### src/design/fir_pkg.sv
// Shared types and constants for the FIR filter block.
package fir_pkg;

  localparam int TAPS_DEFAULT = 320;
  localparam int SAMPLE_W     = 16;
  localparam int COEF_W       = 16;
  localparam int INDEX_W      = 9;
  localparam int PROD_W       = 32;
  localparam int FRAC_W       = 15;

  localparam logic ACT_FILTER = 1'b0;
  localparam logic ACT_LOAD   = 1'b1;

  typedef enum logic [2:0] {
    ST_IDLE,
    ST_WRITE,
    ST_RUN,
    ST_DRAIN,
    ST_DONE
  } fir_state_t;

  typedef struct packed {
    logic load_coef;
    logic capture;
    logic write_sample;
    logic issue;
    logic finish;
  } fir_cmd_t;

  typedef struct packed {
    logic last_tap;
    logic pipe_busy;
    logic out_free;
  } fir_status_t;

endpackage

### src/design/fir_ctrl.sv
// Sequencer for coefficient loads and the per-sample multiply-accumulate pass.
module fir_ctrl
  import fir_pkg::*;
(
  input  logic        clk,
  input  logic        rst_n,
  input  logic        in_valid,
  input  logic        in_action,
  output logic        in_ready,
  input  fir_status_t status,
  output fir_cmd_t    cmd
);

  fir_state_t state_r, state_nxt;

  always_ff @(posedge clk) begin
    if (!rst_n) begin
      state_r <= ST_IDLE;
    end else begin
      state_r <= state_nxt;
    end
  end

  always_comb begin
    state_nxt = state_r;
    unique case (state_r)
      ST_IDLE: begin
        if (in_valid && (in_action == ACT_FILTER)) state_nxt = ST_WRITE;
      end
      ST_WRITE: begin
        state_nxt = ST_RUN;
      end
      ST_RUN: begin
        if (status.last_tap) state_nxt = ST_DRAIN;
      end
      ST_DRAIN: begin
        if (!status.pipe_busy) state_nxt = ST_DONE;
      end
      ST_DONE: begin
        if (status.out_free) state_nxt = ST_IDLE;
      end
      default: begin
        state_nxt = ST_IDLE;
      end
    endcase
  end

  always_comb begin
    in_ready = 1'b0;
    cmd      = '0;
    unique case (state_r)
      ST_IDLE: begin
        in_ready      = 1'b1;
        cmd.load_coef = in_valid && (in_action == ACT_LOAD);
        cmd.capture   = in_valid && (in_action == ACT_FILTER);
      end
      ST_WRITE: begin
        cmd.write_sample = 1'b1;
      end
      ST_RUN: begin
        cmd.issue = 1'b1;
      end
      ST_DRAIN: begin
      end
      ST_DONE: begin
        cmd.finish = status.out_free;
      end
      default: begin
      end
    endcase
  end

endmodule

### config.mk
export PLATFORM = sky130hd
export DESIGN_NAME = fir_ctrl
export DESIGN_NICKNAME = d
export VERILOG_FILES = /design/src/design/fir_pkg.sv /design/src/design/fir_ctrl.sv
export SDC_FILE = /design/constraint.sdc
export NUM_CORES = 1
export LEC_CHECK = 0
export BUFFER_PORTS_ARGS = -buffer_cell sky130_fd_sc_hd__clkbuf_2
export CAP_MARGIN = 10
export CORE_AREA = 2 2 39 41
export CTS_BUF_LIST = sky130_fd_sc_hd__clkbuf_4 sky130_fd_sc_hd__clkbuf_8 sky130_fd_sc_hd__clkbuf_16
export DETAILED_ROUTE_END_ITERATION = 12
export DIE_AREA = 0 0 41 43
export GPL_ROUTABILITY_DRIVEN = 0
export HOLD_SLACK_MARGIN = 0.15
export PLACE_DENSITY = 0.34
export SETUP_SLACK_MARGIN = 0.15
export SYNTH_ARGS = -nofsm -noshare
export SYNTH_HDL_FRONTEND = slang
export SYNTH_SLANG_ARGS = --single-unit
export TNS_END_PERCENT = 100
### constraint.sdc
create_clock -name clk -period 1.5 [get_ports clk]
set_input_delay 0.15 -clock clk [delete_from_list [all_inputs] [get_ports clk]]
set_output_delay 0.15 -clock clk [all_outputs]
set_load 0.02 [all_outputs]
==> out/metrics.yaml <==
r2r-end: "state_r[0]"
cp.arrival_ns: 1.15
combPwrFrac: 0.321
placed_area_um2: 271.5
largest_register_ff_count: 3
synthCells: 26
synth.top_cells.by_area: "dfxtp_1, nor3_1, nor3b_1"
clock_sinks: 3
drc_errors: 0
synth_edf_count: 0
r2r_cells: 3
grt_use_total: 0.08024
finalSetupTns_ns: 0
io_pins: 13
worstPathRequired_ns: 1.35
avgViaCountPerCell: 4.310
rows: 14
period_needed_ns: 1.304
leakage_nw: 0.1537
yosys.area.top_type: "dfxtp_1"
antenna_found_initial: 0
die_h_um: 43
area_growth_pct: 63.35
cts_inserted_buffers: 3
ys_seq_area_frac: 0.2981
ys_types: 16
reg.largest.list: "state_r x3"
final_cells: 58
crit_type: "flop to output pin"
netlist_area_um2: 201.4
cts.path.max_buffers: 2
overflow: 0
hold_class: "input port to flop"
final_nets: 50
power-per-cell-area_mw_per_mm2: 1238
drive_gt1_frac: 0.5238
setup_viol: 0
final_area_um2: 329.1
p_int_mw: 0.2729
syn-num-nets: 33
status: "complete, no violations"
rsz0062_at_grt: "yes"
drt_iter0_drc: 6
place_inst: 52
ir_worst_vdd_uv: 278.7
ys_ff_latch: 3
fmax_mhz: 766.6
insertion_delay_ns: 0.23
min_to: "state_r[0]"
drv_slew: 0
synth_common_cells: "dfxtp_1, nand2_1, nor2_1, nor3_1"
wire_per_inst_um: 9.431
finalCritPeriodShare: 0.8696
cts-htree-levels: 1
netlist.area_leader.share: 0.2981
io_buffers: 12
cap_violations: 0
core_region_area_mm2: 0.001384
cts_tree: "yes"
dr.pass1.iters: 4
start_util: 0.1456
start_kind: "flop"
holdPathStages: 3
dieArea_mm2: 0.001763
grt_max_degree: 10
die_w_um: 41
power.switching_mw: 0.1344
path_clk_slew_ns: 0.04
fin_skew_ns: 0.003827
ys_warn_count: 0
grt_pass1_vias: 261
grt_pass1_wl_um: 945
hp-start: "status[1]"
synth-main-ff-cell: "dfxtp_1"
wl_um: 547
hold_viol: 0
vias: 250
regToRegSetupSlack_ns: 0.25
seqPwrFrac: 0.286
end_kind: "output pin"
p_sw_frac: 0.3300
largest_register: "state_r"
worst_pin_slew_ns: 0.2836
slew_headroom: 0.8083
cp_max_fo: 8
ant_nets: 0
place_hpwl_um: 417.8
p_clk_frac: 0.392
avgSynthCellArea_um2: 7.748
insertedDiodeCount: 0
r2r-start: "state_r[2]"
async_flop_share: 0
cts_root_buf: "clkbuf_4"
[logic make-up after synthesis]
family | count (synthesis) | synth area share
buf+inv | 2 | 0.07451
flops | 3 | 0.2981
simple gates | 18 | 0.4969
compound gates | 3 | 0.1305
[cell type report]
| class | count | area (um^2) |
|---|---|---|
| Fill cell | 168 | 1055 |
| Multi-Input combinational cell | 21 | 137.6 |
| Timing Repair Buffer | 14 | 77.57 |
| Sequential cell | 3 | 63.81 |
| Clock buffer | 4 | 30.03 |
| Tap cell | 16 | 20.02 |
[how the worst max path moves through the flow]
stage          slack [ns]         end        from  depth (start not counted)
2_1_floorplan        0.16      cmd[3]  state_r[2]                          4
3_3_place_gp         0.26  state_r[0]  state_r[2]                          3
3_5_place_dp         0.23  state_r[0]  state_r[2]                          3
4_1_cts              0.16      cmd[4]  state_r[1]                          3
5_1_grt              0.13      cmd[4]  state_r[0]                          3
6_report             0.20      cmd[4]  state_r[0]                          3
[worst max-delay path, cell delays in order (launching register included)]
cell      delay (ns)
dfxtp_2         0.36
nor3_4          0.22
and3_1          0.18
clkbuf_2        0.16
[layout by cell type, fill, tap and decap left out]
cell type / netlist / layout
dlygate4sd3_1: 0 / 1
nor2b_1: 1 / 1
buf_4: 0 / 1
nand3_1: 1 / 1
buf_2: 0 / 1
nor3_1: 3 / 2
a311o_1: 1 / 1
or3b_1: 1 / 1
nor2_1: 3 / 3
nand2_1: 3 / 3
clkbuf_2: 0 / 11
nor4b_1: 1 / 1
nor3_4: 0 / 1
and3_1: 2 / 2
nand2b_1: 1 / 1
o21a_1: 1 / 1
dfxtp_2: 0 / 3
nor3b_1: 2 / 2
clkbuf_4: 0 / 4
a21oi_2: 1 / 1
[per-layer routing]
metal | GRT usage | share of wire
met4 | 0.08000 | 0
met3 | 0.01571 | 0.055
met5 | 0 | 0
met1 | 0.08974 | 0.39
met2 | 0.1156 | 0.55
[per-stage QoR]
stage	hold slack (ns)	util	power [mW]	worst slack, ns
6_report	0.2065	0.2378	0.4074	0.1956
5_1_grt	0.2215	0.2378	0.4384	0.1297
4_1_cts	0.1980	0.2315	0.4062	0.1583
3_5_place_dp	0.3820	0.1962	0.2250	0.2251
3_3_place_gp	0.3846	0.1962	0.2274	0.2649
2_1_floorplan	0.2677	-	0.1866	0.1597
[timing repair]
| action | in CTS | in global routing |
|---|---|---|
| setup endpoints to repair | 2 | 5 |
| resized for setup | 1 | 4 |
| hold buffers | 1 | 0 |
| buffers inserted | 1 | 0 |
| pin swaps | 1 | 1 |
| cloned | 0 | 0 |
| hold endpoints to repair | 1 | 0 |
[power groups by stage]
| stage | clock network [mW] | registers, mW | logic, mW |
|---|---|---|---|
| floorplan | 0 | 0.0985 | 0.0881 |
| global placement | 0 | 0.112 | 0.115 |
| detailed placement | 0 | 0.112 | 0.113 |
| CTS | 0.166 | 0.111 | 0.129 |
| global route | 0.176 | 0.118 | 0.145 |
| finish | 0.160 | 0.117 | 0.131 |
Power figures use the tool's default switching activity.
